## src/design/llim_pkg.sv

```systemverilog
// ----------------------------------------------------------------------------
// Linked peak limiter package
// Widths, register indexes and the lane control bundle shared by the limiter.
// ----------------------------------------------------------------------------
package llim_pkg;

  // Frame layout.
  localparam int NUM_CH     = 8;
  localparam int SAMPLE_W   = 16;
  localparam int MAG_W      = 16;
  localparam int GAIN_W     = 17;
  localparam int CNT_W      = 4;
  localparam int CFG_DATA_W = 17;
  localparam int CFG_IDX_W  = 3;

  // Divider geometry: a 32-bit dividend over a 16-bit divisor.
  localparam int DIV_W     = 32;
  localparam int DIV_CNT_W = $clog2(DIV_W);

  // Gain and level constants.
  localparam logic [GAIN_W-1:0] UNITY_GAIN = 17'h10000;
  localparam logic [15:0]       CEIL_MIN   = 16'd328;
  localparam logic [15:0]       CEIL_MAX   = 16'd32768;
  localparam logic [15:0]       POS_FULL   = 16'd32767;
  localparam logic [GAIN_W-1:0] STEP_MIN   = 17'd1;

  // Reset values of the configuration registers.
  localparam logic [CNT_W-1:0]  RST_CHANNELS = 4'd2;
  localparam logic [15:0]       RST_CEILING  = 16'd32768;
  localparam logic [GAIN_W-1:0] RST_ATTACK   = 17'd683;
  localparam logic [GAIN_W-1:0] RST_RELEASE  = 17'd9;

  // Configuration register indexes.
  localparam logic [CFG_IDX_W-1:0] REG_CHANNELS = 3'd0;
  localparam logic [CFG_IDX_W-1:0] REG_CEILING  = 3'd1;
  localparam logic [CFG_IDX_W-1:0] REG_ATTACK   = 3'd2;
  localparam logic [CFG_IDX_W-1:0] REG_RELEASE  = 3'd3;
  localparam logic [CFG_IDX_W-1:0] REG_ENABLE   = 3'd4;

  // Strobes from the sequencer to every lane.
  typedef struct packed {
    logic load;    // capture the sample on an input transfer
    logic scale;   // multiply the magnitude by the settled gain
    logic bypass;  // limiter disabled: pass the sample unchanged
  } llim_lane_ctl_t;

endpackage

```

## src/design/llim_peak.sv

```systemverilog
// ----------------------------------------------------------------------------
// Limiter peak merge
// Registered maximum over the magnitudes reported by all lanes.
// ----------------------------------------------------------------------------
module llim_peak import llim_pkg::*; (
  input  logic             clk,
  input  logic             en,
  input  logic [MAG_W-1:0] mag [NUM_CH],
  output logic [MAG_W-1:0] peak
);

  logic [MAG_W-1:0] lvl1 [NUM_CH/2];
  logic [MAG_W-1:0] lvl2 [NUM_CH/4];
  logic [MAG_W-1:0] peak_nxt;
  logic [MAG_W-1:0] peak_r;

  // Three-level comparison tree.
  always_comb begin
    for (int i = 0; i < NUM_CH/2; i++) begin
      lvl1[i] = (mag[2*i] > mag[2*i+1]) ? mag[2*i] : mag[2*i+1];
    end
    for (int i = 0; i < NUM_CH/4; i++) begin
      lvl2[i] = (lvl1[2*i] > lvl1[2*i+1]) ? lvl1[2*i] : lvl1[2*i+1];
    end
    peak_nxt = (lvl2[0] > lvl2[1]) ? lvl2[0] : lvl2[1];
  end

  always_ff @(posedge clk) begin
    if (en) begin
      peak_r <= peak_nxt;
    end
  end

  assign peak = peak_r;

endmodule

```

## config.mk

```make
export PLATFORM = sky130hd
export DESIGN_NAME = llim_peak
export DESIGN_NICKNAME = d
export VERILOG_FILES = /design/src/design/llim_pkg.sv /design/src/design/llim_peak.sv
export SDC_FILE = /design/constraint.sdc
export NUM_CORES = 1
export LEC_CHECK = 0
export BUFFER_PORTS_ARGS = -buffer_cell sky130_fd_sc_hd__buf_2
export CORE_MARGIN = 5
export CORE_UTILIZATION = 58
export DETAILED_ROUTE_END_ITERATION = 12
export HOLD_SLACK_MARGIN = 0.06
export PLACE_DENSITY_LB_ADDON = 0.2
export RECOVER_POWER = 25
export SLEW_MARGIN = 40
export SYNTH_ARGS = -nofsm -noshare
export SYNTH_HDL_FRONTEND = slang
export SYNTH_SLANG_ARGS = --single-unit
```

## constraint.sdc

```tcl
create_clock -name clk -period 13.1 [get_ports clk]
set_input_delay 1.31 -clock clk [delete_from_list [all_inputs] [get_ports clk]]
set_output_delay 1.31 -clock clk [all_outputs]
set_load 0.01 [all_outputs]
```

# Word-level counts from Yosys, hierarchy flattened
# Cells that the tools add are included.
[totals] input_bits=130 ff_bits=16 wordCells=15 output_inout_bits=16
[classes] magnitude_cmp=7 muxes=7
[ops] op="$gt A16 B16 Y1" count=7
[ops] op="$mux W16" count=7

# Depth between registers and ports, before layout
[depth] depth_word=6 ltp_mapped=33 mapped_depth_nobuf=30

# Worst setup path after synthesis
# OpenSTA, ideal clock, no wires.
[synth_path] path_kind="input port to flip-flop" from="input port mag[33] (netlist name)" to="register peak_r[10] (netlist: peak[10]), data pin" arrival_ps=7493 path_buffers=4 setup_slack_ps=5348 setup_ps=260 stages=33 cell_sequence="inv_1 > ha_1 > nor2b_1 > o21a_1 > o21ai_0 > a21oi_1 > a2111oi_0 > a22o_1 > buf_2 > buf_2 > mux2i_1 > inv_1 > ha_1 > a21o_1 > a21oi_1 > nor2b_1 > o21ai_0 > a211o_1 > a21boi_0 > o21ai_1 > buf_2 > mux2i_1 > ha_1 > nor2b_1 > o21a_1 > o21a_1 > o21ai_0 > a21oi_1 > o21ai_0 > nand3_1 > o211ai_1 > clkbuf_1 > mux2_2"
[synth_via] elab_chain_len=6
[synth_rtl] element="start: declaration" line_no="llim_peak.sv:8" rtl="input logic [MAG_W-1:0] mag [NUM_CH],"
[synth_rtl] element="$gt A16 B16 Y1" line_no="llim_peak.sv:20" rtl="lvl1[i] = (mag[2*i] > mag[2*i+1]) ? mag[2*i] : mag[2*i+1];"
[synth_rtl] element="$mux W16 (*)" line_no="llim_peak.sv:20"
[synth_rtl] element="$gt A16 B16 Y1" line_no="llim_peak.sv:23" rtl="lvl2[i] = (lvl1[2*i] > lvl1[2*i+1]) ? lvl1[2*i] : lvl1[2*i+1];"
[synth_rtl] element="$mux W16 (*)" line_no="llim_peak.sv:23"
[synth_rtl] element="$gt A16 B16 Y1" line_no="llim_peak.sv:25" rtl="peak_nxt = (lvl2[0] > lvl2[1]) ? lvl2[0] : lvl2[1];"
[synth_rtl] element="$mux W16 (*)" line_no="llim_peak.sv:25"
[synth_rtl] element="via peak_nxt[10]" line_no="llim_peak.sv:14" rtl="logic [MAG_W-1:0] peak_nxt;"
[synth_rtl] element="end signal: assignment" line_no="llim_peak.sv:30" rtl="peak_r <= peak_nxt;"
[synth_rtl] element="end: declaration" line_no="llim_peak.sv:15" rtl="logic [MAG_W-1:0] peak_r;"
# Mark *: on every way through the listed nets, which the timed path passes. The rest lies on a longest branch.
# A chain may end at the register's enable or synchronous reset.

# Final worst setup path
[layout_path] from="input port mag[33] (netlist name)" to="register peak_r[11] (netlist: peak[11]), data pin"
# The elaborated chain is that of the path after synthesis.

==> out/results.tsv <==
stage	metric	value	unit
placed_design	routabilityCongestion	0.8809	
final_layout	fin_area	5499	µm²
sta	fmax	128.8	MHz
global_route	grt_max_degree	30	
global_route	grt_pass1_vias	4614	
global_route	grt_pass1_wl	19640	µm
final_layout	multi_input_area	3667	µm²
synth	synth.net_count	816	
routing	firstDrtPassIters	4	
synth	async_flop_share	0	%
sta	hold_viol_final	0	
global_route	grt.total_usage	23.68	%
clock_tree	cts_buffers	3	
hold_path	holdPathStages	4	
worst_setup_path	path_class	primary input to flip-flop	
synth	avgSynthCellArea	8.036	µm²
worst_setup_path	cp-start-kind	primary input	
sta	final-setup-viol-count	0	
sta	setup_tns	0	ps
routing	via_per_inst	5.570	
synth	ys_seq_area_share	10.40	%
synth	ys_types	51	
synth	synth_ff_type	edfxtp_1	
synth	yosys.area.top_type	ha_1	
clock_tree	cts.sinks	16	
synth	synthTopCellsByArea	ha_1 (30%), mux2i_1 (16%), edfxtp_1 (10%), inv_1 (9.4%), a21oi_1 (5.0%)	
final_layout	largest_reg_flops	16	
final_layout	seq_area	480.5	µm²
die	dieArea	9852	µm²
synth	ys_top_cells_by_count	inv_1 (116), ha_1 (111), mux2i_1 (72), a21oi_1 (46), nor2_1 (32)	
sta	min_period	7764	ps
worst_setup_path	slowest_stage	a22o_2	
sta	post-route-period-util	59.26	%
synth	ys_seq_elements	16	
final_layout	syn_to_final_growth	19.01	%
sta	slew_headroom	38.51	%
die	core	7727	µm²
clock_tree	cts_resized	0	
hold_path	whs_endpoint	peak[2]$_DFFE_PP_	
worst_setup_path	max_stage_delay	580	ps
clock_tree	clk_path_buf_depth	2	
die	num_rows	32	
pwr	p_per_area	90.59	nW/µm²
synth	ys_warn_count	0	
worst_setup_path	crit_path_frequent_cell	o21ai_0	
sta	drv_slew	0	
final_layout	fin_nets	958	
hold_path	hp-start	mag[34]	
pwr	pwr-share-seq	17.9	%
die	chipHeight	99.26	µm
synth	synth_most_common_cell	inv_1	
die	start_util	59.80	%
synth	synth_cells	575	
routing	routed_wl	12240	µm
clock_tree	cts_tree	yes	
global_route	grt_overflow	0	
sta	tightest_slew	922.4	ps
routing	drtAntennaViolNets	0	
final_layout	antenna_cells	0	
run_status	status	finished clean	
clock_tree	cts_hold_buf	0	
worst_setup_path	crit_required	13100	ps
sta	rsz0062_at_grt	no	
clock_tree	clock-root-buffer	clkbuf_8	
routing	drt_iter0_drc	165	
pwr	internal_power	276.3	µW
pwr	p_sw_share	44.54	%
die	die_w	99.26	µm
pwr	p_comb_share	74.6	%
placed_design	place_inst	814	
placed_design	port_buffers	145	
clock_tree	cts_max_level	1	
routing	drc	0	
final_layout	final_cells	817	
run	cap_violations	0	
pwr	netSwitchingPower	221.9	µW
synth	netlist.area_leader.share	30.06	%
pwr	peakVddDrop	86.89	µV
routing	wl_per_cell	14.98	µm
worst_setup_path	critical_path.max_fanout	16	
global_route	grt_antenna_before_repair	0	
final_layout	fillers	674	
routing	vias	4551	
pwr	p_leak	3.215	nW
clock_tree	cts_setup_buffers	0	
worst_setup_path	cp.arrival	7760	ps
synth	synth-edff-count	16	
worst_setup_path	end_kind	flip-flop	
synth	syn_area	4621	µm²
clock_tree	clk_pin_slew_worst_paths	60	ps
worst_setup_path	critPathBufInv	3	
die	num_io_pins	146	
placed_design	hpwl	10910	µm
worst_setup_path	crit_family	compound AO/OA/AOI/OAI gates	
placed_design	placed_cell_area	5458	µm²
pwr	p_clk_share	7.5	%
worst_setup_path	startpoint	mag[33]	
hold_path	hp-class	primary input to flip-flop	
final_layout	drive_above_1_share	24.62	%
-- layout by cell type (no fill, tap or decap), drive strengths merged, types with 2 or more instances in the layout --
cell	Yosys	final
nor2b	10	10
o21a	10	10
ha	111	111
or3	2	2
nand2	15	15
edfxtp	16	16
o21ai	24	24
nor2	32	32
clkbuf	3	4
nor4	3	3
inv	116	116
and4	2	2
a211oi	3	3
a21oi	47	47
a21o	8	8
mux2	18	18
a31oi	2	2
a2111oi	4	4
o31ai	2	2
mux2i	72	72
nand4	22	22
buf	8	147
nor3	12	12
o211ai	6	6
a21boi	2	2
nand3	7	7
-- power by group through the flow --
stage	clock network, mW	registers, mW	logic (mW)
3_5_place_dp	0	0.0895	0.368
6_report	0.0373	0.0891	0.372
5_1_grt	0.0399	0.0906	0.414
4_1_cts	0.0378	0.0892	0.370
2_1_floorplan	0	0.0993	0.252
3_3_place_gp	0	0.0899	0.352
-- tightest hold or removal path, cell delays in order --
cell,delay [ps]
buf_2,90
mux2i_1,80
mux2i_1,160
mux2_2,180
-- layout make-up --
type,count,area share (%)
inverters,116,7.918
well taps,102,2.321
flip-flops and latches,16,8.737
clock buffers,3,0.7509
multi-input cells,432,66.69
repair buffers,148,13.58
-- logic make-up after synthesis --
logic type	after synthesis	synth area share (%)
multiplexers	90	19.98
flip-flops	16	10.40
adder cells (fa/ha/maj)	111	30.06
AND/OR/NAND/NOR	114	12.81
buffers and inverters	127	10.75
AO/OA/AOI/OAI	117	16.00
-- per-stage QoR --
| step | util, % | hold WS (ps) | power (mW) | setup WS [ps] |
|---|---|---|---|---|
| CTS | 71.16 | 1504 | 0.4973 | 5100 |
| floorplan | - | 1423 | 0.3517 | 5348 |
| detailed placement | 70.63 | 1725 | 0.4571 | 4874 |
| global route | 71.16 | 1715 | 0.5449 | 4774 |
| global placement | 70.43 | 1726 | 0.4420 | 5012 |
| finish | 71.16 | 1667 | 0.4982 | 5336 |
-- how the worst max path moves through the flow --
| stage | to | cells after the start |
|---|---|---|
| 2_1_floorplan | peak[10]$_DFFE_PP_ | 33 |
| 3_3_place_gp | peak[14]$_DFFE_PP_ | 30 |
| 3_5_place_dp | peak[6]$_DFFE_PP_ | 30 |
| 4_1_cts | peak[14]$_DFFE_PP_ | 30 |
| 5_1_grt | peak[14]$_DFFE_PP_ | 30 |
| 6_report | peak[11]$_DFFE_PP_ | 30 |
-- per-layer routing --
| layer | vias to the layer above | GRT usage, % | wire length [µm] |
|---|---|---|---|
| met2 | 113 | 43.18 | 5987 |
| met1 | 2075 | 29.51 | 5332 |
| li1 | 2350 | - | - |
| met5 | - | 0 | 0 |
| met4 | 0 | 3.887 | 142 |
| met3 | 13 | 4.067 | 773 |
Note: power is estimated with default switching activity, not from simulation.
