===== src/design/llim_pkg.sv =====
// ----------------------------------------------------------------------------
// Linked peak limiter package
// Widths, register indexes and the lane control bundle shared by the limiter.
// ----------------------------------------------------------------------------
package llim_pkg;

  // Frame layout.
  localparam int NUM_CH     = 8;
  localparam int SAMPLE_W   = 16;
  localparam int MAG_W      = 16;
  localparam int GAIN_W     = 17;
  localparam int CNT_W      = 4;
  localparam int CFG_DATA_W = 17;
  localparam int CFG_IDX_W  = 3;

  // Divider geometry: a 32-bit dividend over a 16-bit divisor.
  localparam int DIV_W     = 32;
  localparam int DIV_CNT_W = $clog2(DIV_W);

  // Gain and level constants.
  localparam logic [GAIN_W-1:0] UNITY_GAIN = 17'h10000;
  localparam logic [15:0]       CEIL_MIN   = 16'd328;
  localparam logic [15:0]       CEIL_MAX   = 16'd32768;
  localparam logic [15:0]       POS_FULL   = 16'd32767;
  localparam logic [GAIN_W-1:0] STEP_MIN   = 17'd1;

  // Reset values of the configuration registers.
  localparam logic [CNT_W-1:0]  RST_CHANNELS = 4'd2;
  localparam logic [15:0]       RST_CEILING  = 16'd32768;
  localparam logic [GAIN_W-1:0] RST_ATTACK   = 17'd683;
  localparam logic [GAIN_W-1:0] RST_RELEASE  = 17'd9;

  // Configuration register indexes.
  localparam logic [CFG_IDX_W-1:0] REG_CHANNELS = 3'd0;
  localparam logic [CFG_IDX_W-1:0] REG_CEILING  = 3'd1;
  localparam logic [CFG_IDX_W-1:0] REG_ATTACK   = 3'd2;
  localparam logic [CFG_IDX_W-1:0] REG_RELEASE  = 3'd3;
  localparam logic [CFG_IDX_W-1:0] REG_ENABLE   = 3'd4;

  // Strobes from the sequencer to every lane.
  typedef struct packed {
    logic load;    // capture the sample on an input transfer
    logic scale;   // multiply the magnitude by the settled gain
    logic bypass;  // limiter disabled: pass the sample unchanged
  } llim_lane_ctl_t;

endpackage


===== src/design/llim_div.sv =====
// ----------------------------------------------------------------------------
// Limiter target divider
// Restoring divider, one quotient bit per cycle, for ceiling over peak.
// ----------------------------------------------------------------------------
module llim_div import llim_pkg::*; (
  input  logic             clk,
  input  logic             rst_n,
  input  logic             start,
  input  logic [DIV_W-1:0] dividend,
  input  logic [MAG_W-1:0] divisor,
  output logic             done,
  output logic [DIV_W-1:0] quotient
);

  logic                 busy_r;
  logic                 done_r;
  logic [DIV_CNT_W-1:0] cnt_r;
  logic [MAG_W:0]       rem_r;
  logic [MAG_W:0]       rem_nxt;
  logic [MAG_W:0]       rem_sh;
  logic [DIV_W-1:0]     quo_r;
  logic [DIV_W-1:0]     quo_nxt;
  logic [MAG_W-1:0]     dvs_r;
  logic                 ge;

  // One restoring step: bring down the next dividend bit and try a subtract.
  always_comb begin
    rem_sh  = {rem_r[MAG_W-1:0], quo_r[DIV_W-1]};
    ge      = rem_sh >= {1'b0, dvs_r};
    rem_nxt = ge ? (rem_sh - {1'b0, dvs_r}) : rem_sh;
    quo_nxt = {quo_r[DIV_W-2:0], ge};
  end

  // Control state.
  always_ff @(posedge clk) begin
    if (!rst_n) begin
      busy_r <= 1'b0;
      done_r <= 1'b0;
      cnt_r  <= '0;
    end else begin
      done_r <= 1'b0;
      if (start) begin
        busy_r <= 1'b1;
        cnt_r  <= '0;
      end else if (busy_r) begin
        cnt_r <= cnt_r + DIV_CNT_W'(1);
        if (cnt_r == DIV_CNT_W'(DIV_W - 1)) begin
          busy_r <= 1'b0;
          done_r <= 1'b1;
        end
      end
    end
  end

  // Datapath.
  always_ff @(posedge clk) begin
    if (start) begin
      rem_r <= '0;
      quo_r <= dividend;
      dvs_r <= divisor;
    end else if (busy_r) begin
      rem_r <= rem_nxt;
      quo_r <= quo_nxt;
    end
  end

  assign done     = done_r;
  assign quotient = quo_r;

endmodule


===== config.mk =====
export PLATFORM = sky130hd
export DESIGN_NAME = llim_div
export DESIGN_NICKNAME = d
export VERILOG_FILES = /design/src/design/llim_pkg.sv /design/src/design/llim_div.sv
export SDC_FILE = /design/constraint.sdc
export NUM_CORES = 1
export LEC_CHECK = 0
export BUFFER_PORTS_ARGS = -buffer_cell sky130_fd_sc_hd__buf_2
export CAP_MARGIN = 25
export CORE_MARGIN = 2
export CORE_UTILIZATION = 45
export DETAILED_ROUTE_END_ITERATION = 16
export GPL_TIMING_DRIVEN = 0
export PLACE_DENSITY = 0.75
export SLEW_MARGIN = 10
export SYNTH_ARGS = -nofsm -noshare
export SYNTH_HDL_FRONTEND = slang
export SYNTH_SLANG_ARGS = --single-unit

===== constraint.sdc =====
create_clock -name clk -period 4 [get_ports clk]
set_clock_uncertainty 0.2 [all_clocks]
set_input_delay 0.4 -clock clk [delete_from_list [all_inputs] [get_ports clk]]
set_output_delay 0.4 -clock clk [all_outputs]
set_load 0.005 [all_outputs]

# == After elaboration in Yosys (flattened, before gate mapping) ==
# Index checks and enable logic that the tools add are counted.
# word_totals
latch_bits,0
ramBits,0
ff_bits,71
mem_count,0
output_inout_bits,33
mem_bits_ro,0
inputBits,51
word_cells,22
# op_classes
n_mux,7
div,0
shifts,0
bitwise,2
add_sub_neg,2
order_cmp,1
mul,0
eq_ne,1
reduce_logical,3
# ops
cell,count
32-bit 2-to-1 mux,2
17-bit by 16-bit >= comparator with 1-bit output,1
16-bit 2-to-1 mux,1
16-bit subtractor,1
"5-bit by 1-bit adder with 5-bit output, second input constant",1
"5-bit equality test, second input constant",1
1-bit 2-to-1 mux,4
3-bit OR reduction,1
1-bit NOT,2
2-bit nonzero test,1
2-bit OR reduction,1

# == Longest topological paths before layout ==
# Gate-level depths: netlist of the first run.
# logic_depth
depth_word,4
mapped_depth,10

# == Worst setup path before layout of the first run ==
# Ideal clock, no wire load.
# synth_timing
path_kind,reg2reg
start,reg dvs_r[4]
end,reg quo_r[0] (netlist: quotient[0]) (data pin)
stages_incl_launch_ff,10
n_path_buf,1
synth_period_minus_slack_ns,2.424
setup_time_ns,0.260
path_slack_ns,1.576
arrival_ns,1.964
cell_sequence,edfxtp_1 > inv_1 > ha_1 > a21o_1 > a211o_1 > o21ai_2 > a21o_2 > nand2_4 > buf_6 > mux2_2
# synth_via
elab_chain_len,3
# synth_lines
element,line,rtl
"start, declared",llim_div.sv:23,logic [MAG_W-1:0] dvs_r;
"start signal, assigned",llim_div.sv:60,dvs_r <= divisor;
17-bit by 16-bit >= comparator with 1-bit output,llim_div.sv:29,"ge = rem_sh >= {1'b0, dvs_r};"
32-bit 2-to-1 mux,llim_div.sv:61,end else if (busy_r) begin
32-bit 2-to-1 mux,llim_div.sv:57,if (start) begin
"end signal, assigned",llim_div.sv:59,quo_r <= dividend;
"end signal, assigned",llim_div.sv:63,quo_r <= quo_nxt;
"end, declared",llim_div.sv:21,logic [DIV_W-1:0] quo_r;
# Every way passes these cells. The select of a mux whose other input is x is not followed.
# A chain may end at the register's enable or synchronous reset.

# == Worst setup path in the final report of the first run ==
# layout_timing
start,reg dvs_r[14]
end,reg rem_r[9]
# layout_via
elab_chain_len,2
# layout_lines
element,line,rtl
17-bit by 16-bit >= comparator with 1-bit output,llim_div.sv:29,
16-bit 2-to-1 mux,llim_div.sv:30,"rem_nxt = ge ? (rem_sh - {1'b0, dvs_r}) : rem_sh;"
"end signal, assigned",llim_div.sv:62,rem_r <= rem_nxt;
"end, declared",llim_div.sv:18,logic [MAG_W:0] rem_r;
# Every way passes these cells.

==> impl_results.md, run 1 <==
- Status: finished, final reports clean
- Number of routed nets with antenna violations: 0
- Hold path start: divisor[0]
- Sw frac: between 20% and 30%
- Power, Total: 0.00183 W
- Die Area: 9260 um2
- Fin Hold WS: 0.0273 ns
- Ports: 84
- Ys Warns: 0
- Max FO, Critical Path: 8
- Max-slew violations: 0
- Cells after Synth: around 340
- Cell Rows: 33
- Bufs on Longest Clock Path: 2
- Crit path from: dvs_r[14]$_DFFE_PP_
- Grt met1 use: between 20% and 30%
- Syn_nets: 405
- Period minus WS final: about 2.8 ns
- FMAX: between 0.3 and 0.4 GHz
- Placed cell areas: around 4400 um2
- Reg-to-Reg Start: dvs_r[14]$_DFFE_PP_
- Vias per cell: around 5.5
- Grt met2 use: just under 30%
- Vias in the first global route: roughly 2900
- Post_cts resized: 0
- RSZ-0062 raised after global routing: no
- Port Buf Inserts: a little over 80
- Via Count: approximately 3000
- Yosys reg bits: a little over 70
- Ys async rst share: 0%
- Psw: 0.000481 W
- Routability cong.: around 0.95
- P&R area growth vs syn: 20.7%
- Most common library cells after synthesis: edfxtp_1, mux2_2, nor2_1
- First-pass GRT wire length: about 14000 um
- Core region area: just over 8000 um2
- Remaining DRCs: 0
- Max-cap check violation count: 0
- Met3 Use GR: between 3 and 4%
- Tot GR Track Use: ~20%
- Top FF cell, synth: edfxtp_1
- Hold crit path type: in -> reg
- Sequential power share: 48.1%
- Clock network fraction of total power: roughly a third
- Final period utilization: 69.1%
- Yosys top cell area share: between 30 and 40%
- Required time of the critical path: ~4 ns
- Crit path kind: reg -> reg
- Power per cell area: between 300 and 400 nW/um2
- Logic gate share of total power: approximately 17%
- Detailed placer's ending HPWL: ~6300 um
- Most Used Layer, Global Route: met2
- Clk root buf: clkbuf_8
- H-tree depth: 3
- Height of the chip: around 96 um
- Chip Width: 96.2 um
- Post-Syn Area: 3830 um2
- Non-filler cells, final: 540
- Mean post-synth cell area: ~11 um2
- Pin count of the biggest net entering global routing: 18
- EDFF count, synth: 48
- Final setup fails: 0
- Setup TNS: 0 ns
- Post-synthesis sequential area ratio: roughly half
- Num CTS Buffers: 9
- Dpl cells: roughly 520
- Arrival @ worst endpoint: approximately 2.8 ns
- Share of post-route cells with drive strength above 1: between 30% and 40%
- Starting Density: a little under half
- Clock Sink Count: 71
- Critical path capture point type: flop
- Hold_buf cts: 0
- Top cells by area, synth: edfxtp_1, dfxtp_1, mux2_2
- Critical Path Source Type: flop
- Hold Path Depth: 1
- DRT Wirelength: 8600 um
- CTS tree: yes
- Worst-path clk slew: approximately 0.080 ns
- ANT cells: 0
- Leak Pwr: approximately 2.0 nW
- Nets@finish: 500
- Postcts setup bufs: 0
- Top-count cell post-synth: edfxtp_1
- Register-to-Register Path Depth: 8
- Internal Power: 0.00135 W
- Number of DRC markers in iteration 0: roughly 180
- TritonRoute pass-1 iters: 4
- Fin area: ~4600 um2
- Synth area leader: edfxtp_1
- Peak VDD IR: around 0.28 mV
- Distinct cells, synth: between 50 and 60
- Skew-Pair Late Insertion Delay: between 0.3 and 0.4 ns
- Antenna violations before repair: 0
- Least-Margin Pin Slew: roughly 0.76 ns
- Relative slew margins: between 40% and 50%
- Total grt overflow: 0
- Final Hold Viols: 0
- Drt wl/cell: 15.9 um
cell usage in the layout, fill, tap and decap left out, types with 5 or more instances in the layout:
| master | instances |
|---|---|
| a21o_1 | 5 |
| a21oi_1 | 10 |
| buf_2 | 84 |
| clkbuf_1 | 8 |
| clkbuf_8 | 9 |
| dfxtp_1 | 23 |
| edfxtp_1 | 48 |
| ha_1 | 18 |
| inv_1 | 21 |
| mux2_2 | 34 |
| nand2_1 | 17 |
| nand2b_1 | 6 |
| nor2_1 | 30 |
| nor3_1 | 6 |
| nor4_1 | 7 |
| o211ai_1 | 8 |
| o21ai_0 | 8 |
| o311a_1 | 5 |
| xor2_1 | 8 |
registers in the layout, indices dropped and copies added (netlist names):
| signal | count |
|---|---|
| quotient | 32 |
| dvs_r | 16 |
| rem_r | 16 |
| cnt_r | 5 |
| busy_r | 1 |
| done | 1 |
stage by stage:
stage,util [%],worst slack [ns]
finish,56.3,1.24
global route,56.3,1.07
CTS,56.3,1.25
detailed placement,53.6,1.13
global placement,53.3,1.01
floorplan,-,1.58
cell type report:
class	count	area (um2)
clock buffer	9	124
sequential	71	1900
multi-input combinational	228	1770
fill	706	3590
inverter	22	82.6
timing repair buffer	84	443
clock inverter	7	95.1
buffer	14	72.6
tap	105	131
power by group through the flow:
| stage | Sequential [W] | Combinational, W | Clock (W) |
|---|---|---|---|
| 2_1_floorplan | 0.000896 | 0.000202 | 0 |
| 3_3_place_gp | 0.000896 | 0.000301 | 0 |
| 3_5_place_dp | 0.000898 | 0.000316 | 0 |
| 4_1_cts | 0.000882 | 0.000317 | 0.000645 |
| 5_1_grt | 0.000889 | 0.000354 | 0.000678 |
| 6_report | 0.000882 | 0.000318 | 0.000634 |
routing by layer:
metal	part of all wire [%]	wire length (um)	up-vias
li1	-	-	1455
met1	45	3880	1406
met2	48	4130	84
met3	5.8	498	7
met4	0.99	85	0
met5	0	0	-
logic make-up (layout without fill, tap and decap cells):
logic type,Yosys count,after routing,synth area share (%)
and+or+nand+nor,85,85,10.9
adders and majority gates,19,19,6.41
muxes,36,36,10.5
xor gates and xnor gates,12,12,2.75
buffers and inverters,36,136,4.05
AOI/OAI and AO/OA,76,76,15.7
DFF,71,71,49.7
worst paths after layout:
path                            endpoint  slack, ns
hold / removal        dvs_r[0]$_DFFE_PP_       0.03
setup reg to reg   rem_r[9]$_SDFFE_PP0P_       1.24
setup / recovery   rem_r[9]$_SDFFE_PP0P_       1.24
hold reg to reg   rem_r[14]$_SDFFE_PP0P_       0.31
worst max-delay path: stages, from the launching register on:
cell      delay (ns)
edfxtp_1        0.33
inv_1           0.04
ha_1            0.25
clkbuf_1        0.27
nand4b_1        0.31
o41ai_4         0.62
inv_2           0.15
a221oi_1        0.36
nor4_1          0.10
(Power assumes the default switching activity.)
==> run 2: changes to the inputs <==
--- a/config.mk
+++ b/config.mk
@@ -5,6 +5,7 @@
 export SDC_FILE = /design/constraint.sdc
 export NUM_CORES = 1
 export LEC_CHECK = 0
+export ABC_AREA = 1
 export BUFFER_PORTS_ARGS = -buffer_cell sky130_fd_sc_hd__buf_2
 export CAP_MARGIN = 25
 export CORE_MARGIN = 2
==> constraint.sdc (replaced) <==
create_clock -name clk -period 2.7 [get_ports clk]
set_clock_uncertainty 0.2 [all_clocks]
set_input_delay 0.27 -clock clk [delete_from_list [all_inputs] [get_ports clk]]
set_output_delay 0.27 -clock clk [all_outputs]
set_load 0.005 [all_outputs]
==> impl_results.md, run 2 <==
- CP max stage cell: nor2_2
- FF+latch area: 1900 um2 (unchanged)
- Vias per cell: 4.92 (-10%)
- P&R area growth vs syn: 31.0%
- Ports: 84 (unchanged)
- Leak Pwr: 2.76 nW (+39%)
- Crit path kind: reg -> reg
- Skew-Pair Late Insertion Delay: 0.36 ns (about the same)
- Status: finished, final reports clean
- Placed cell areas: 4660 um2 (+5.9%)
- Hold crit path type: in -> reg
- Register-to-Register Path Depth: 6 (-2)
- Max FO, Critical Path: 10 (+2)
- Final setup fails: 0 (unchanged)
- Cells after Synth: 511 (+53%)
- Number of fill cells in the layout: 707 (+0.14%)
- Arrival @ worst endpoint: 2.30 ns (-0.48 ns)
- Most common cell after layout, fill and taps aside: nand2_1
- Drt wl/cell: 13.7 um (-14%)
- Num CTS Buffers: 9 (unchanged)
- H-tree depth: 3 (unchanged)
- Synth area leader: edfxtp_1
- Via Count: 3778 (+28%)
- Critical path capture point type: flop
- Yosys reg bits: 71 (unchanged)
- Pre-CTS WS: -0.352 ns (-1.48 ns)
- Number of routed nets with antenna violations: 0 (unchanged)
- Final worst setup slack: 0.325 ns (-0.911 ns)
- Top cells by area, synth: edfxtp_1, nand2_1, dfxtp_1
- Post-Syn Area: 4090 um2 (+6.7%)
- Utilization after layout: 61.1% (+4.8 points)
- Multi-input logic area: 1850 um2 (+4.2%)
- Share of post-route cells with drive strength above 1: 20.9% (-14 points)
- Nets@finish: 726 (+45%)
- CP max stage delay: 0.47 ns (-0.15 ns)
- Required time of the critical path: 2.62 ns (-1.39 ns)
- Power per cell area: 474 nW/um2 (+20%)
- Ys async rst share: 0% (unchanged)
- Yosys top cell area share: 35.3% (-2.4 points)
- Post-synthesis sequential area ratio: 46.5% (-3.1 points)
- Critical-path cell list: clkbuf_1, nor2_2, clkbuf_1, clkinvlp_4, buf_4, buf_4
- Port Buf Inserts: 83 (unchanged)
- Distinct cells, synth: 36 (-38%)
- EDFF count, synth: 48 (unchanged)
- Worst-path clk slew: 0.08 ns (about the same)
- DRT Wirelength: 10500 um (+22%)
- Top FF cell, synth: edfxtp_1
- Number of DRC markers in iteration 0: 259 (+43%)
- Fin Hold WS: 0.0281 ns (+0.000877 ns)
- Total grt overflow: 0 (unchanged)
- Final Hold Viols: 0 (unchanged)
- TritonRoute pass-1 iters: 7 (+3)
- Core region area: 8760 um2 (+6.7%)
- Critical Path Source Type: flop
- Peak VDD IR: 0.293 mV (+3.6%)
- Max-cap check violation count: 0 (unchanged)
- Detailed placer's ending HPWL: 7300 um (+15%)
- Vias in the first global route: 3773 (+30%)
- Clk root buf: clkbuf_8
- Most common library cells after synthesis: nand2_1, inv_1, edfxtp_1
- Relative slew margins: 56.8% (+7.6 points)
- FMAX: 0.421 GHz (+16%)
- Final period utilization: 88.0% (+19 points)
- Cell Rows: 34 (+3.0%)
- Top-count cell post-synth: nand2_1
- Most frequent cells in the layout: nand2_1, buf_2, inv_1
- First-pass GRT wire length: 17500 um (+28%)
- Tot GR Track Use: 22.7% (+3.3 points)
- CTS tree: yes
- ANT cells: 0 (unchanged)
- Clock Sink Count: 71 (unchanged)
- Antenna violations before repair: 0 (unchanged)
- Max-slew violations: 0 (unchanged)
- Fin area: 5350 um2 (+16%)
- Chip Width: 99.3 um (+3.2%)
- Die Area: 9860 um2 (+6.4%)
- Routability cong.: 0.937 (-1.3%)
- RSZ-0062 raised after global routing: no
- Syn_nets: 581 (+43%)
- Pin count of the biggest net entering global routing: 19 (+1)
- Mean post-synth cell area: 8.00 um2 (-30%)
- Largest register FFs: 32 (unchanged)
- Remaining DRCs: 0 (unchanged)
- Height of the chip: 99.3 um (+3.2%)
- Least-Margin Pin Slew: 0.645 ns (-0.115 ns)
- Hold Path Depth: 3 (+2)
- Period minus WS final: 2.37 ns (-0.389 ns)
- Bufs on Longest Clock Path: 2 (unchanged)
- Ys Warns: 0 (unchanged)
- Starting Density: 46.6% (about the same)
==> run 2: per-layer routing <==
layer | wire length (um) | GRT usage, % | vias up
met5 | 0 | 0 | -
met4 | 188 | 9.06 | 0
met3 | 494 | 3.51 | 13
met2 | 5450 | 40.2 | 113
met1 | 4390 | 27.7 | 1749
li1 | - | - | 1903
==> run 2: kinds of logic (layout without fill, tap and decap cells) <==
| group | count (synthesis) | count (layout) | share of synthesized area [%] |
|---|---|---|---|
| buffers and inverters | 81 | 230 | 8.33 |
| DFF | 71 | 71 | 46.5 |
| adders and majority gates | 19 | 19 | 6.00 |
| AOI/OAI and AO/OA | 20 | 20 | 2.79 |
| xor gates and xnor gates | 6 | 6 | 1.29 |
| and+or+nand+nor | 314 | 314 | 35.1 |
==> run 2: worst paths after layout <==
path | start | end | slack, ns
min reg2reg | rem_r[8]$_SDFFE_PP0P_ | rem_r[8]$_SDFFE_PP0P_ | 0.27
max | busy_r$_SDFF_PN0_ | quotient[16]$_DFFE_PP_ | 0.33
min | dividend[10] | quotient[10]$_DFFE_PP_ | 0.03
max reg2reg | busy_r$_SDFF_PN0_ | quotient[16]$_DFFE_PP_ | 0.33
==> run 2: worst max-delay path, delay by kind of cell (launching register included) <==
kind / cells / cell delay [ns]
AND/OR/NAND/NOR: 1 / 0.47
flip-flops: 1 / 0.31
buffers and inverters: 5 / 1.15
==> run 2: power by group <==
| group | internal [W] | leakage (nW) | switching, W |
|---|---|---|---|
| Sequential | 0.00125 | 0.671 | 0.0000369 |
| Combinational | 0.000187 | 2.00 | 0.000219 |
| Clock | 0.000423 | 0.0923 | 0.000423 |
==> run 2: layout make-up <==
cell class,count,share of cell area (%)
plain buffers,14,1.66
clock inverters,5,1.12
clock buffers,10,2.38
multi-input cells,359,34.5
inverters,67,4.77
repair buffers,134,17.5
well taps,108,2.53
flip-flops and latches,71,35.5
==> run 2: timing repair <==
item	in CTS	in global routing
resized for setup	1	1
buffers inserted	0	3
endpoints found under the hold margin	48	0
endpoints found under the setup margin	18	18
hold buffers	47	0
==> run 2: stage by stage <==
step / total power [W] / TNS [ns] / instances
after floorplan: 0.00150 / 0 / 511
after global placement: 0.00163 / -13.50 / 702
after detailed placement: 0.00165 / -8.74 / 703
after CTS: 0.00254 / 0 / 765
after global routing: 0.00265 / 0 / 768
final: 0.00254 / 0 / 768
