### src/design/llim_pkg.sv
// ----------------------------------------------------------------------------
// Linked peak limiter package
// Widths, register indexes and the lane control bundle shared by the limiter.
// ----------------------------------------------------------------------------
package llim_pkg;

  // Frame layout.
  localparam int NUM_CH     = 8;
  localparam int SAMPLE_W   = 16;
  localparam int MAG_W      = 16;
  localparam int GAIN_W     = 17;
  localparam int CNT_W      = 4;
  localparam int CFG_DATA_W = 17;
  localparam int CFG_IDX_W  = 3;

  // Divider geometry: a 32-bit dividend over a 16-bit divisor.
  localparam int DIV_W     = 32;
  localparam int DIV_CNT_W = $clog2(DIV_W);

  // Gain and level constants.
  localparam logic [GAIN_W-1:0] UNITY_GAIN = 17'h10000;
  localparam logic [15:0]       CEIL_MIN   = 16'd328;
  localparam logic [15:0]       CEIL_MAX   = 16'd32768;
  localparam logic [15:0]       POS_FULL   = 16'd32767;
  localparam logic [GAIN_W-1:0] STEP_MIN   = 17'd1;

  // Reset values of the configuration registers.
  localparam logic [CNT_W-1:0]  RST_CHANNELS = 4'd2;
  localparam logic [15:0]       RST_CEILING  = 16'd32768;
  localparam logic [GAIN_W-1:0] RST_ATTACK   = 17'd683;
  localparam logic [GAIN_W-1:0] RST_RELEASE  = 17'd9;

  // Configuration register indexes.
  localparam logic [CFG_IDX_W-1:0] REG_CHANNELS = 3'd0;
  localparam logic [CFG_IDX_W-1:0] REG_CEILING  = 3'd1;
  localparam logic [CFG_IDX_W-1:0] REG_ATTACK   = 3'd2;
  localparam logic [CFG_IDX_W-1:0] REG_RELEASE  = 3'd3;
  localparam logic [CFG_IDX_W-1:0] REG_ENABLE   = 3'd4;

  // Strobes from the sequencer to every lane.
  typedef struct packed {
    logic load;    // capture the sample on an input transfer
    logic scale;   // multiply the magnitude by the settled gain
    logic bypass;  // limiter disabled: pass the sample unchanged
  } llim_lane_ctl_t;

endpackage

### src/design/llim_lane.sv
// ----------------------------------------------------------------------------
// Limiter channel lane
// Holds one channel sample, reports its magnitude and scales it by the gain
// with rounding and a clamp to the ceiling.
// ----------------------------------------------------------------------------
module llim_lane import llim_pkg::*; (
  input  logic                       clk,
  input  llim_lane_ctl_t             ctl,
  input  logic                       active,
  input  logic signed [SAMPLE_W-1:0] sample,
  input  logic [GAIN_W-1:0]          gain,
  input  logic [15:0]                ceil_pos,
  input  logic [15:0]                ceil_neg,
  output logic [MAG_W-1:0]           mag,
  output logic signed [SAMPLE_W-1:0] result
);

  logic signed [SAMPLE_W-1:0] sample_r;
  logic                       act_r;
  logic [MAG_W-1:0]           mag_r;
  logic [MAG_W-1:0]           mag_nxt;
  logic [31:0]                prod_r;
  logic [31:0]                prod_nxt;
  logic [31:0]                rnd;
  logic [15:0]                q;
  logic [15:0]                pos_v;
  logic [15:0]                neg_m;

  // Magnitude of the incoming sample; full-scale negative maps to 32768.
  always_comb begin
    if (!active) begin
      mag_nxt = '0;
    end else if (sample[SAMPLE_W-1]) begin
      mag_nxt = MAG_W'(~sample) + MAG_W'(1);
    end else begin
      mag_nxt = MAG_W'(sample);
    end
  end

  // The product peaks at 2^31, so 32 bits hold it.
  assign prod_nxt = {16'b0, mag_r} * {15'b0, gain};

  // Sample capture and gain multiply.
  always_ff @(posedge clk) begin
    if (ctl.load) begin
      sample_r <= sample;
      act_r    <= active;
      mag_r    <= mag_nxt;
    end
    if (ctl.scale) begin
      prod_r <= prod_nxt;
    end
  end

  // Round half away from zero, then clamp each sign to its own limit.
  always_comb begin
    rnd   = prod_r + 32'h0000_8000;
    q     = rnd[31:16];
    pos_v = (q > ceil_pos) ? ceil_pos : q;
    neg_m = (q > ceil_neg) ? ceil_neg : q;
    if (!act_r) begin
      result = '0;
    end else if (ctl.bypass) begin
      result = sample_r;
    end else if (sample_r[SAMPLE_W-1]) begin
      result = SAMPLE_W'(16'd0 - neg_m);
    end else begin
      result = SAMPLE_W'(pos_v);
    end
  end

  assign mag = mag_r;

endmodule

### config.mk
export PLATFORM = sky130hd
export DESIGN_NAME = llim_lane
export DESIGN_NICKNAME = d
export VERILOG_FILES = /design/src/design/llim_pkg.sv /design/src/design/llim_lane.sv
export SDC_FILE = /design/constraint.sdc
export NUM_CORES = 1
export LEC_CHECK = 0
export ABC_CLOCK_PERIOD_IN_PS = 9400
export BUFFER_PORTS_ARGS = -buffer_cell sky130_fd_sc_hd__clkbuf_2
export CAP_MARGIN = 20
export CORE_MARGIN = 3
export CORE_UTILIZATION = 30
export CTS_CLUSTER_SIZE = 25
export DETAILED_ROUTE_END_ITERATION = 7
export MAX_ROUTING_LAYER = met4
export PLACE_DENSITY = 0.45
export SLEW_MARGIN = 20
export SYNTH_ARGS = -nofsm -noshare
export SYNTH_HDL_FRONTEND = slang
export SYNTH_SLANG_ARGS = --single-unit
### constraint.sdc
create_clock -name clk -period 9.4 [get_ports clk]
set_clock_uncertainty 0.05 [all_clocks]
set_input_delay 1.41 -clock clk [delete_from_list [all_inputs] [get_ports clk]]
set_output_delay 1.41 -clock clk [all_outputs]
set_load 0.05 [all_outputs]
After elaboration in Yosys (flattened, before gate mapping)
Cells that the tools add are included.

storage, ports and cells
  register bits = 65
  bits of input ports = 70
  output and inout port bits = 32

operators by class
  add/sub/neg operators = 3
  multipliers = 1
  $lt $le $gt $ge = 2
  muxes and demuxes = 6
  bitwise operators = 1
  reductions and logical operators = 1

operator list
  operator                                            count
  two-way mux 16 bit                                  5
  adder 32 x 16 -> 32 bit (second input constant)     1
  > comparator 16 bit                                 2
  multiplier 16 x 17 -> 32 bit                        1
  adder 16 x 2 -> 16 bit (second input constant)      1
  inverter 16 bit                                     1
  subtractor 1 x 16 -> 16 bit (first input constant)  1
  two-way mux 15 bit                                  1
  AND reduction 2 bit                                 1

Depth between registers and ports, before layout
Gate-level depths: netlist (run 1).

  word-level depth = 7
  depth in mapped cells = 24
  gate-level depth less buffers = 22

Worst setup path after synthesis (run 1)
Ideal clock, no wire load.

  path kind = input-to-reg
  from = input port gain[7]
  to = register prod_r[30], data pin
  arrival time = 6823 ps
  data required time = 9092 ps
  path slack = 2269 ps
  cell stages on the path = 22
  buffers on the path = 1
  cells stage by stage = clkbuf_1 -> nand2_1 -> fa_1 -> inv_1 -> fa_1 -> inv_1 -> fa_1 -> inv_1 -> fa_1 -> fa_1 -> inv_1 -> fa_1 -> inv_1 -> ha_1 -> nand3_1 -> a211oi_1 -> a211oi_2 -> a21boi_1 -> a21oi_2 -> o22ai_1 -> o22ai_1 -> xnor2_1

between the ends
  longest elaborated chain between the ends = 1

ends and longest elaborated chain
  element                       RTL line         RTL
  start, declared               llim_lane.sv:11  input logic [GAIN_W-1:0] gain,
  multiplier 16 x 17 -> 32 bit  llim_lane.sv:41  assign prod_nxt = {16'b0, mag_r} * {15'b0, gain};
  named net prod_nxt[30]        llim_lane.sv:23  logic [31:0] prod_nxt;
  end signal, assigned          llim_lane.sv:51  prod_r <= prod_nxt;
  end, declared                 llim_lane.sv:22  logic [31:0] prod_r;

The timed path passes the listed nets, and every way through them passes these cells.
A chain may end at the register's enable or synchronous reset.

Worst setup path in the final report (run 1)
  from = register prod_r[15]
  to = output port result[8]

between the ends
  longest elaborated chain between the ends = 7
  elaborated cells on any way between the ends = 9
  those cells by class = add/sub (2); order compare (2); mux (5)

ends and longest elaborated chain
  element                      RTL line         RTL
  adder 32 x 16 -> 32 bit *    llim_lane.sv:57  rnd = prod_r + 32'h0000_8000;
  > comparator 16 bit          llim_lane.sv:60  neg_m = (q > ceil_neg) ? ceil_neg : q;
  two-way mux 16 bit           llim_lane.sv:60
  subtractor 1 x 16 -> 16 bit  llim_lane.sv:66  result = SAMPLE_W'(16'd0 - neg_m);
  two-way mux 16 bit *         llim_lane.sv:65  end else if (sample_r[SAMPLE_W-1]) begin
  two-way mux 16 bit *         llim_lane.sv:63  end else if (ctl.bypass) begin
  two-way mux 16 bit *         llim_lane.sv:61  if (!act_r) begin
  end, declared                llim_lane.sv:15  output logic signed [SAMPLE_W-1:0] result

Mark *: on every way between the ends. The rest lies on a longest branch, timed or not.

==> implementation parameters, run 1 <==
Parameter                              Value

Critical path
  Worst Path Buf+Inv ... 2
  Max incr delay on CP ... 0.44 ns
  Most prevalent standard cell on the critical path ... sky130_fd_sc_hd__a21oi_1
  Top delay family on crit path ... simple AND/OR/NAND/NOR gates
  Crit. End Element ... output port
  Reg2Reg Depth ... 20
  WP data arrival ... 6.15 ns
  Critical setup path kind ... flop to output port
  Beginning of the worst register-to-register path ... mag[4]$_SDFFCE_PN0P_
  Slowest cell on crit path ... sky130_fd_sc_hd__edfxtp_1
  Crit path required time ... 7.94 ns
  Nature of the critical path startpoint ... flop
  Critical Path, Cell by Cell ... ha_1, and3_1, and3_1, xnor2_1, inv_1, ha_1, nand4_1, nor4_2, nor3_1, o31a_1, nor2_4, mux2i_1, ha_1, nand2_1, or4_1, xnor2_1, a21oi_1, a21oi_1, a21oi_1, a21oi_1, clkbuf_2
  Maximum fanout along the worst path ... 16
  Crit Reg-Reg Endpoint ... prod_r[30]$_DFFE_PP_
  Worst setup slack for register-to-register paths ... 2.51 ns
  Worst Setup SP ... prod_r[15]$_DFFE_PP_

Timing
  Fmax achieved ... 0.131 GHz
  Final TNS setup ... 0 ns
  Final hold slack ... 1.26 ns
  Setup Viol. Count Final ... 0
  Number of max-slew violations in the final report ... 0
  RSZ-0062 raised after global routing ... no
  Final min period ... 7.61 ns
  Final Hold Fails ... 0
  Slew at the pin closest to its max-slew limit ... 0.926 ns
  Post-route fraction of the period consumed by the critical path ... 81.0%
  Worst relative slew slack ... 38.3%
  Least setup slack across all paths after layout ... 1.79 ns

Floorplanning
  Number of rows created at floorplan ... 74
  Die Height ... 212 um
  Total I/O pin count ... 102
  Die width ... 212 um
  Area of the core ... 0.0414 sq mm
  Initial cell density of the core ... 30.8%
  Die Footprint ... 0.0450 sq mm

Cells and area
  Relative area change from synthesis to final layout ... 9.34%
  Post-layout utilization of the core ... 33.7%
  Ratio of cells with drive above 1 in the final layout ... 9.29%
  Diodes inserted ... 0
  Area of the multi-input gates ... 0.00991 sq mm
  Fill cell total of the finished layout ... 4331
  Footprint of the flip-flops and latches ... 0.00150 sq mm
  Layout net count ... 1905

Worst hold path
  WHS Endpoint ... prod_r[15]$_DFFE_PP_
  Worst hold stages ... 7
  Startpoint of the most critical hold path ... mag[1]$_SDFFCE_PN0P_
  Path category of the worst min-delay check ... flop to flop

CTS
  CTS H-tree depth ... 2
  Maximum clock path buffer count ... 2
  Resized cells post-CTS ... 0
  Clk sink count ... 50
  Root Buffer ... sky130_fd_sc_hd__clkbuf_16
  Clock-pin slew reported for the worst setup and hold paths after clock tree synthesis ... 0.07 ns
  Post-CTS Setup Inserts ... 0
  CTS Buf Count ... 5
  TritonCTS clock tree ... yes
  Clock insertion delay at the later pin of the skew report ... 0.29 ns
  Count of hold-fix buffers inserted at cts ... 0

Placed design
  Dpl ws ... 1.61 ns
  Routability-driven placement congestion ratio ... 0.864
  Post-DP HPWL ... 29.4 mm
  Input/output buffers ... 101

Global routing
  Largest net degree at the start of global routing ... 34
  Via count of the first global-routing pass ... 10772
  Antenna violations before repair ... 0
  Remaining global-route overflow ... 0
  Total GRT Usage ... 17.5%
  First-pass GRT wire length ... 60.0 mm

Synth
  Area share of the largest cell type after synthesis ... 32.3%
  Proportion of register bits with asynchronous set or reset after synthesis ... 0%
  Synthesized net count ... 1840
  Number of synthesis warnings ... 0
  Syn_area_per_cell ... 8.91 sq um
  Proportion of synthesized chip area in sequential cells ... 11.8%
  Top post-synthesis cells by area ... sky130_fd_sc_hd__fa_1 (32%), sky130_fd_sc_hd__ha_1 (13%), sky130_fd_sc_hd__edfxtp_1 (12%), sky130_fd_sc_hd__inv_1 (8.5%), sky130_fd_sc_hd__and2_1 (6.4%)
  Yosys reg bits ... 50
  Synth top cells by count ... sky130_fd_sc_hd__inv_1 (290), sky130_fd_sc_hd__fa_1 (206), sky130_fd_sc_hd__nand2_1 (182), sky130_fd_sc_hd__ha_1 (133), sky130_fd_sc_hd__and2_1 (131)
  Number of enable flip-flop cells after synthesis ... 50
  Library cell with the largest summed area after synthesis ... sky130_fd_sc_hd__fa_1
  Post-synthesis instance area ... 0.0128 sq mm
  Number of library cell types mapped by synthesis ... 65
  Cells after synthesis ... 1431
  Predominant post-synthesis flop cell ... sky130_fd_sc_hd__edfxtp_1
  Most numerous cell in the Yosys netlist ... sky130_fd_sc_hd__inv_1

Detailed routing
  Total vias in the final route ... 9899
  Drt wl/cell ... 18.2 um
  Number of design rule violations left after detail routing ... 0
  Overall routed net length ... 36.8 mm
  Count of routing violations after the opening detailed-route iteration ... 497
  Average vias per placed instance ... 4.88
  TritonRoute pass-1 iters ... 5
  Post-route antenna net violation count ... 0

Run
  Max-capacitance violation count ... 0

Outcome
  Result of the run ... finished clean
final cells by class:
| type | count | area share (%) |
|---|---|---|
| Multi-Input combinational cell | 1034 | 71.1 |
| Sequential cell | 50 | 10.8 |
| Inverter | 290 | 7.81 |
| Tap cell | 532 | 4.77 |
| Timing Repair Buffer | 115 | 4.38 |
| Clock buffer | 5 | 0.897 |
| Clock inverter | 3 | 0.305 |
logic make-up after synthesis:
| family | after synthesis | synth area share [%] |
|---|---|---|
| multiplexers | 23 | 1.84 |
| buffers and inverters | 347 | 10.5 |
| adder cells (fa/ha/maj) | 339 | 45.4 |
| XOR/XNOR | 59 | 4.05 |
| AO/OA/AOI/OAI | 156 | 8.37 |
| AND/OR/NAND/NOR | 457 | 18.1 |
| flip-flops | 50 | 11.8 |
through the flow:
step / area, sq um / std cells
3_5_place_dp: 13800 / 2021
6_report: 13900 / 2029
2_1_floorplan: 12800 / 1431
4_1_cts: 13900 / 2029
3_3_place_gp: 13800 / 2021
5_1_grt: 13900 / 2029
placed cells by master, fill, tap and decap left out, types with 23 or more instances in the layout:
| cell type | Yosys | layout |
|---|---|---|
| sky130_fd_sc_hd__a21oi_1 | 45 | 45 |
| sky130_fd_sc_hd__nand3_1 | 23 | 23 |
| sky130_fd_sc_hd__nor2_1 | 38 | 38 |
| sky130_fd_sc_hd__clkbuf_2 | 0 | 101 |
| sky130_fd_sc_hd__ha_1 | 133 | 133 |
| sky130_fd_sc_hd__nand2_1 | 182 | 182 |
| sky130_fd_sc_hd__xnor2_1 | 46 | 46 |
| sky130_fd_sc_hd__edfxtp_1 | 50 | 50 |
| sky130_fd_sc_hd__fa_1 | 206 | 206 |
| sky130_fd_sc_hd__inv_1 | 290 | 290 |
| sky130_fd_sc_hd__o21ai_0 | 24 | 24 |
| sky130_fd_sc_hd__and2_1 | 131 | 131 |
worst reg2reg max path: cells and delay by family (launching register included):
family | cells | cell delay (ns)
fa+ha+maj | 7 | 3.39
compound gates | 6 | 1.60
flops | 1 | 0.78
simple gates | 2 | 0.46
buf+inv | 4 | 0.21
xor+xnor | 1 | 0.16
metal layers:
layer  up-vias  share of wire [%]  global-route usage [%]
li1       4662                  -                       -
met1      4971                 46                    23.4
met2       212                 48                    29.5
met3        54                3.7                    1.58
met4         0                1.7                    2.54
met5         -                  0                       -
sequential cells by signal, indices dropped and copies added, names as in the netlist:
register / cells
mag: 16
act_r: 1
sample_r: 16
prod_r: 17
how the worst max path moves through the flow:
stage | end | slack [ns] | depth (start not counted)
floorplan | prod_r[30]$_DFFE_PP_ | 2.27 | 22
global placement | prod_r[30]$_DFFE_PP_ | 1.71 | 22
detailed placement | prod_r[30]$_DFFE_PP_ | 1.61 | 21
CTS | result[8] | 1.88 | 21
global route | result[8] | 1.32 | 21
finish | result[8] | 1.79 | 21
Power of run 1 is left out: the tool's default activity adds up to more than one toggle a clock period on the data nets, which glitch-free logic cannot reach.
==> run 2: changes to the inputs <==
- ABC_CLOCK_PERIOD_IN_PS: 9400 -> 6900
- PLACE_DENSITY: 0.45 -> 0.46
- clock period: 9.4 -> 6.9 ns (I/O delays scaled with it)
==> run 2 against run 1 <==
  * Hold slack lost 0.34 ns
  * Design area grew 3.9%
  * Final cell count grew 3.2%
  * Die area is the same
  * Wire length shrank 0.31%
  * Sequential cell count is the same
  * Sequential share of layout area shrank 0.40 points
  * Via count grew 2.2%
  * Core utilization grew 1.3 points
  * Largest cell class unchanged
==> implementation parameters, run 2 (synthesis gave the netlist of run 1 again) <==
Parameter                              Value

Cells and area
  Layout net count ... 1968 (+3.3%)
  Most common library cell in the layout ignoring fill and taps ... sky130_fd_sc_hd__inv_1
  Relative area change from synthesis to final layout ... 13.6%
  Post-layout utilization of the core ... 35.0% (+1.3 points)
  Fill cell total of the finished layout ... 4408 (+1.8%)
  Commonest non-fill, non-tap cells in the layout ... sky130_fd_sc_hd__inv_1 (290), sky130_fd_sc_hd__fa_1 (206), sky130_fd_sc_hd__nand2_1 (182), sky130_fd_sc_hd__and2_1 (131), sky130_fd_sc_hd__ha_1 (131)
  Max reg flops ... 17 (unchanged)
  Ratio of cells with drive above 1 in the final layout ... 13.3% (+4.0 points)
  Largest Register ... prod_r

Timing
  Post-route fraction of the period consumed by the critical path ... 94.8%
  Final Hold Fails ... 0 (unchanged)
  Worst relative slew slack ... 37.2% (-1.0 points)
  Final hold slack ... 0.926 ns (-0.338 ns)
  RSZ-0062 raised after global routing ... no
  Final min period ... 6.54 ns
  Slew at the pin closest to its max-slew limit ... 0.939 ns (+0.0125 ns)
  Least setup slack across all paths after layout ... 0.356 ns (-1.43 ns)
  Fmax achieved ... 0.153 GHz
  Setup Viol. Count Final ... 0 (unchanged)
  Number of max-slew violations in the final report ... 0 (unchanged)
  Final TNS setup ... 0 ns (unchanged)

Worst hold path
  Path category of the worst min-delay check ... input pin to flop

Critical path
  Critical setup path kind ... input pin to flop
  Crit. End Element ... flop
  Crit path required time ... 6.89 ns (-1.05 ns)
  Slowest cell on crit path ... sky130_fd_sc_hd__fa_1
  Nature of the critical path startpoint ... input pin
  Max incr delay on CP ... 0.56 ns (+0.12 ns)
  WP data arrival ... 6.54 ns (+0.39 ns)
  Maximum fanout along the worst path ... 6 (-10)
  Critical Path, Cell by Cell ... clkbuf_2, nand2_1, fa_1, inv_1, fa_1, inv_1, fa_1, inv_1, fa_1, fa_1, inv_1, fa_1, inv_1, ha_1, nand3_1, a211oi_1, a211oi_2, a21boi_1, buf_4, a21oi_4, o22ai_1, buf_4, nor2_1, xnor2_1
  Most prevalent standard cell on the critical path ... sky130_fd_sc_hd__fa_1

Placed design
  Post-DP HPWL ... 31.0 mm (+5.4%)
  Dpl ws ... -0.0168 ns (-1.63 ns)
  Routability-driven placement congestion ratio ... 0.869 (+0.58%)
  Input/output buffers ... 101 (unchanged)

Run
  Max-capacitance violation count ... 0 (unchanged)

Floorplanning
  Area of the core ... 0.0414 sq mm (unchanged)
  Number of rows created at floorplan ... 74 (unchanged)
  Die width ... 212 um (unchanged)
  Total I/O pin count ... 102 (unchanged)
  Die Height ... 212 um (unchanged)
  Die Footprint ... 0.0450 sq mm (unchanged)
  Initial cell density of the core ... 30.8% (unchanged)

Detailed routing
  Total vias in the final route ... 10118 (+2.2%)
  Drt wl/cell ... 17.5 um (-3.4%)
  Post-route antenna net violation count ... 0 (unchanged)
  Count of routing violations after the opening detailed-route iteration ... 586 (+18%)
  Overall routed net length ... 36.7 mm (-0.31%)
  Number of design rule violations left after detail routing ... 0 (unchanged)
  TritonRoute pass-1 iters ... 4 (-1)
  Average vias per placed instance ... 4.83 (-0.91%)

Global routing
  Via count of the first global-routing pass ... 10455 (-2.9%)
  Largest net degree at the start of global routing ... 34 (unchanged)
  Antenna violations before repair ... 1 (+1)
  Remaining global-route overflow ... 0 (unchanged)
  First-pass GRT wire length ... 58.3 mm (-2.7%)
  Total GRT Usage ... 17.1% (-0.41 points)

CTS
  Root Buffer ... sky130_fd_sc_hd__clkbuf_16
  TritonCTS clock tree ... yes
  Clk sink count ... 50 (unchanged)
  Clock insertion delay at the later pin of the skew report ... 0.29 ns (about the same)
  CTS Buf Count ... 5 (unchanged)
  Clock-pin slew reported for the worst setup and hold paths after clock tree synthesis ... 0.07 ns (about the same)
  Maximum clock path buffer count ... 2 (unchanged)
  CTS H-tree depth ... 2 (unchanged)
  Count of hold-fix buffers inserted at cts ... 0 (unchanged)

Outcome
  Result of the run ... finished clean
run 2: cell count changes in the layout (fill, tap and decap cells not counted), sizes merged:
cell,change
clkbuf,-1
diode,+1
buf,+64
run 2: final cells by class:
cell class	count	area (sq um)	share of cell area (%)
Tap cell	532	666	4.60
Multi-Input combinational cell	1034	9950	68.7
Sequential cell	50	1500	10.4
Clock buffer	5	125	0.864
Inverter	290	1090	7.51
Antenna cell	1	2.50	0.0173
Timing Repair Buffer	178	1100	7.60
Clock inverter	3	47.5	0.328
run 2: path summary, 6_finish.rpt:
| kind | start | to | slack, ns | depth (start not counted) |
|---|---|---|---|---|
| setup / recovery | gain[7] | prod_r[29]$_DFFE_PP_ | 0.36 | 24 |
| hold / removal | sample[14] | sample_r[14]$_DFFE_PP_ | 0.93 | 1 |
| setup reg to reg | mag[10]$_SDFFCE_PN0P_ | prod_r[31]$_DFFE_PP_ | 0.52 | 19 |
| hold reg to reg | mag[15]$_SDFFCE_PN0P_ | prod_r[31]$_DFFE_PP_ | 1.44 | 4 |
run 2: through the flow:
step | instance area (sq um) | std cells
2_1_floorplan | 12800 | 1431
3_5_place_dp | 14300 | 2083
6_report | 14500 | 2093
4_1_cts | 14400 | 2091
3_3_place_gp | 14300 | 2083
5_1_grt | 14500 | 2092
run 2: repair_timing:
action,in CTS,in global routing
resized for setup,0,9
setup endpoints to repair,0,6
buffers inserted,0,1
run 2: worst max-delay path: cells and delay by family:
kind                     cells  cell delay, ns
AO/OA/AOI/OAI                5            0.89
XOR/XNOR                     1            0.11
adder cells (fa/ha/maj)      7            3.48
buffers and inverters        8            0.79
AND/OR/NAND/NOR              3            0.23
run 2: metal layers:
| layer | global-route usage, % | share of wire, % | vias up |
|---|---|---|---|
| met3 | 1.70 | 3.6 | 31 |
| met5 | - | 0 | - |
| met4 | 2.26 | 1.2 | 0 |
| met2 | 28.4 | 48 | 182 |
| li1 | - | - | 4794 |
| met1 | 23.2 | 47 | 5111 |
Power of run 2 is left out for the same reason.
==> run 3: changes to the inputs <==
- CAP_MARGIN: 20 -> not set
- GPL_ROUTABILITY_DRIVEN: not set -> 0
- MAX_ROUTING_LAYER: met4 -> not set
==> run 3 against run 2 <==
  * Non-clock buffer count grew 4
  * Design area grew 0.21%
  * First-iteration DRC count shrank 14%
  * Clock-buffer cell count is the same
  * Wire length grew 2.0%
  * Final cell count grew 0.19%
  * Sequential share of layout area is essentially flat
  * Via count is essentially flat
==> implementation parameters, run 3 (synthesis gave the netlist of run 1 again) <==
Parameter                              Value

Cells and area
  Most common library cell in the layout ignoring fill and taps ... sky130_fd_sc_hd__inv_1
  Max reg flops ... 17 (unchanged)
  Relative area change from synthesis to final layout ... 13.8%
  Final Instance Count excl. Fillers ... 2097 (+0.19%)
  Largest Register ... prod_r
  Area of the multi-input gates ... 0.00996 sq mm (about the same)
  Fill cell total of the finished layout ... 4348 (-1.4%)
  Footprint of the flip-flops and latches ... 0.00150 sq mm (unchanged)
  Layout net count ... 1972 (+0.20%)
  Commonest non-fill, non-tap cells in the layout ... sky130_fd_sc_hd__inv_1 (290), sky130_fd_sc_hd__fa_1 (206), sky130_fd_sc_hd__nand2_1 (182), sky130_fd_sc_hd__and2_1 (131), sky130_fd_sc_hd__ha_1 (131)
  Ratio of cells with drive above 1 in the final layout ... 13.6% (+0.35 points)

Floorplanning
  Total I/O pin count ... 102 (unchanged)
  Die Footprint ... 0.0450 sq mm (unchanged)
  Die Height ... 212 um (unchanged)
  Area of the core ... 0.0414 sq mm (unchanged)
  Die width ... 212 um (unchanged)
  Number of rows created at floorplan ... 74 (unchanged)
  Initial cell density of the core ... 30.8% (unchanged)

Run
  Max-capacitance violation count ... 0 (unchanged)

Timing
  Slew at the pin closest to its max-slew limit ... 0.940 ns (+0.00118 ns)
  Worst relative slew slack ... 37.3% (+0.14 points)
  Fmax achieved ... 0.152 GHz (-0.24%)
  Final min period ... 6.56 ns (+0.0158 ns)
  Number of max-slew violations in the final report ... 0 (unchanged)
  Final hold slack ... 0.913 ns (-0.0135 ns)
  Post-route fraction of the period consumed by the critical path ... 95.1% (+0.23 points)
  Final Hold Fails ... 0 (unchanged)
  Setup Viol. Count Final ... 0 (unchanged)

Global routing
  Remaining global-route overflow ... 0 (unchanged)
  First-pass GRT wire length ... 59.5 mm (+1.9%)
  Largest net degree at the start of global routing ... 34 (unchanged)
  Total GRT Usage ... 16.9% (-0.16 points)
  Via count of the first global-routing pass ... 10767 (+3.0%)
  Antenna violations before repair ... 0 (-1)

Placed design
  Post-DP HPWL ... 31.4 mm (+1.1%)
  Cells after DPL ... 2086 (+0.14%)
  Input/output buffers ... 101 (unchanged)

Critical path
  Top delay family on crit path ... adder cells
  Crit path required time ... 6.89 ns (about the same)
  Critical Path, Cell by Cell ... clkbuf_2, nand2_1, fa_1, inv_1, fa_1, inv_1, fa_1, inv_1, fa_1, fa_1, inv_1, fa_1, inv_1, ha_1, nand3_1, a211oi_1, a211oi_2, a21boi_1, buf_4, buf_4, a31oi_1, o21ai_0, a21oi_1, xnor2_1
  Worst setup slack for register-to-register paths ... 0.47 ns (-0.05 ns)
  Reg2Reg Depth ... 21 (+2)
  Worst Setup SP ... gain[7]
  Crit. End Element ... flop
  Slowest cell on crit path ... sky130_fd_sc_hd__fa_1
  Maximum fanout along the worst path ... 6 (unchanged)
  Worst Path Buf+Inv ... 8 (unchanged)
  Beginning of the worst register-to-register path ... mag[4]$_SDFFCE_PN0P_
  Max incr delay on CP ... 0.56 ns (about the same)
  Nature of the critical path startpoint ... input pin
  Crit Reg-Reg Endpoint ... prod_r[27]$_DFFE_PP_
  WP data arrival ... 6.55 ns (about the same)
  Most prevalent standard cell on the critical path ... sky130_fd_sc_hd__fa_1
  Critical setup path kind ... input pin to flop

Detailed routing
  Average vias per placed instance ... 4.82 (-0.23%)
  Met3 WL post-DR ... 1.36 mm (+2.3%)
  TritonRoute pass-1 iters ... 7 (+3)
  Post-route antenna net violation count ... 0 (unchanged)
  Total vias in the final route ... 10114 (-0.040%)
  Highest layer used for signal routing ... met4
  Count of routing violations after the opening detailed-route iteration ... 502 (-14%)
  Drt wl/cell ... 17.9 um (+1.9%)
  Wire length the detailed router placed on met1 ... 17.6 mm (+1.6%)
  Number of design rule violations left after detail routing ... 0 (unchanged)
  Overall routed net length ... 37.5 mm (+2.0%)
  Met2 WL ... 18.1 mm (+2.7%)

CTS
  Clock-pin slew reported for the worst setup and hold paths after clock tree synthesis ... 0.07 ns (about the same)
  CTS H-tree depth ... 2 (unchanged)
  Root Buffer ... sky130_fd_sc_hd__clkbuf_16
  Clk sink count ... 50 (unchanged)
  Maximum clock path buffer count ... 2 (unchanged)
  TritonCTS clock tree ... yes
  CTS Buf Count ... 5 (unchanged)
  Clock insertion delay at the later pin of the skew report ... 0.30 ns (about the same)

Worst hold path
  Path category of the worst min-delay check ... input pin to flop
  Startpoint of the most critical hold path ... sample[13]
  WHS Endpoint ... sample_r[13]$_DFFE_PP_
  Worst hold stages ... 1 (unchanged)

Outcome
  Result of the run ... finished clean
run 3: cell type report:
type | count | share of cell area [%]
tap | 532 | 4.59
multi-input combinational | 1034 | 68.6
inverter | 290 | 7.50
sequential | 50 | 10.3
antenna | 1 | 0.0172
timing repair buffer | 182 | 7.78
clock buffer | 5 | 0.862
clock inverter | 3 | 0.328
run 3: per-layer routing:
layer	GRT usage [%]	up-vias
li1	-	4794
met1	23.1	5115
met2	29.1	176
met3	2.39	29
met4	2.54	0
met5	0	-
run 3: worst max-delay path by stage:
stage                      endpoint  slack, ns  cells past startpoint
6_report       prod_r[22]$_DFFE_PP_       0.34                     24
2_1_floorplan  prod_r[30]$_DFFE_PP_       0.14                     22
3_3_place_gp   prod_r[31]$_DFFE_PP_       0.05                     23
5_1_grt                  result[10]      -0.01                     21
3_5_place_dp   prod_r[31]$_DFFE_PP_       0.03                     24
4_1_cts                   result[8]        0.1                     21
run 3: through the flow:
step / worst slack [ns] / area (sq um) / utilization, % / setup TNS [ns]
2_1_floorplan: 0.144 / 12800 / - / 0
3_3_place_gp: 0.0483 / 14300 / 34.5 / 0
3_5_place_dp: 0.0274 / 14300 / 34.5 / 0
4_1_cts: 0.0973 / 14500 / 34.9 / 0
5_1_grt: -0.0122 / 14500 / 35.1 / -0.0124
6_report: 0.340 / 14500 / 35.1 / 0
run 3: worst reg2reg max path: stages (launching register included):
cell                       delay [ns]
sky130_fd_sc_hd__edfxtp_1        0.70
sky130_fd_sc_hd__and2_1          0.31
sky130_fd_sc_hd__fa_1            0.54
sky130_fd_sc_hd__inv_1           0.05
sky130_fd_sc_hd__fa_1            0.50
sky130_fd_sc_hd__fa_1            0.51
sky130_fd_sc_hd__inv_1           0.05
sky130_fd_sc_hd__fa_1            0.46
sky130_fd_sc_hd__fa_1            0.54
sky130_fd_sc_hd__inv_1           0.05
sky130_fd_sc_hd__fa_1            0.53
sky130_fd_sc_hd__inv_1           0.04
sky130_fd_sc_hd__ha_1            0.30
sky130_fd_sc_hd__nand4_1         0.10
sky130_fd_sc_hd__a211oi_1        0.07
sky130_fd_sc_hd__a211oi_2        0.26
sky130_fd_sc_hd__a21boi_1        0.12
sky130_fd_sc_hd__buf_4           0.17
sky130_fd_sc_hd__a21oi_2         0.25
sky130_fd_sc_hd__o21ai_1         0.17
sky130_fd_sc_hd__a2111o_1        0.43
sky130_fd_sc_hd__nand3_1         0.07
run 3: repair_timing:
item / in CTS / in global routing
gates resized for setup: 0 / 11
hold buffers: 0 / 0
buffers inserted: 0 / 2
endpoints found under the setup margin: 0 / 6
Power of run 3 is left out for the same reason.
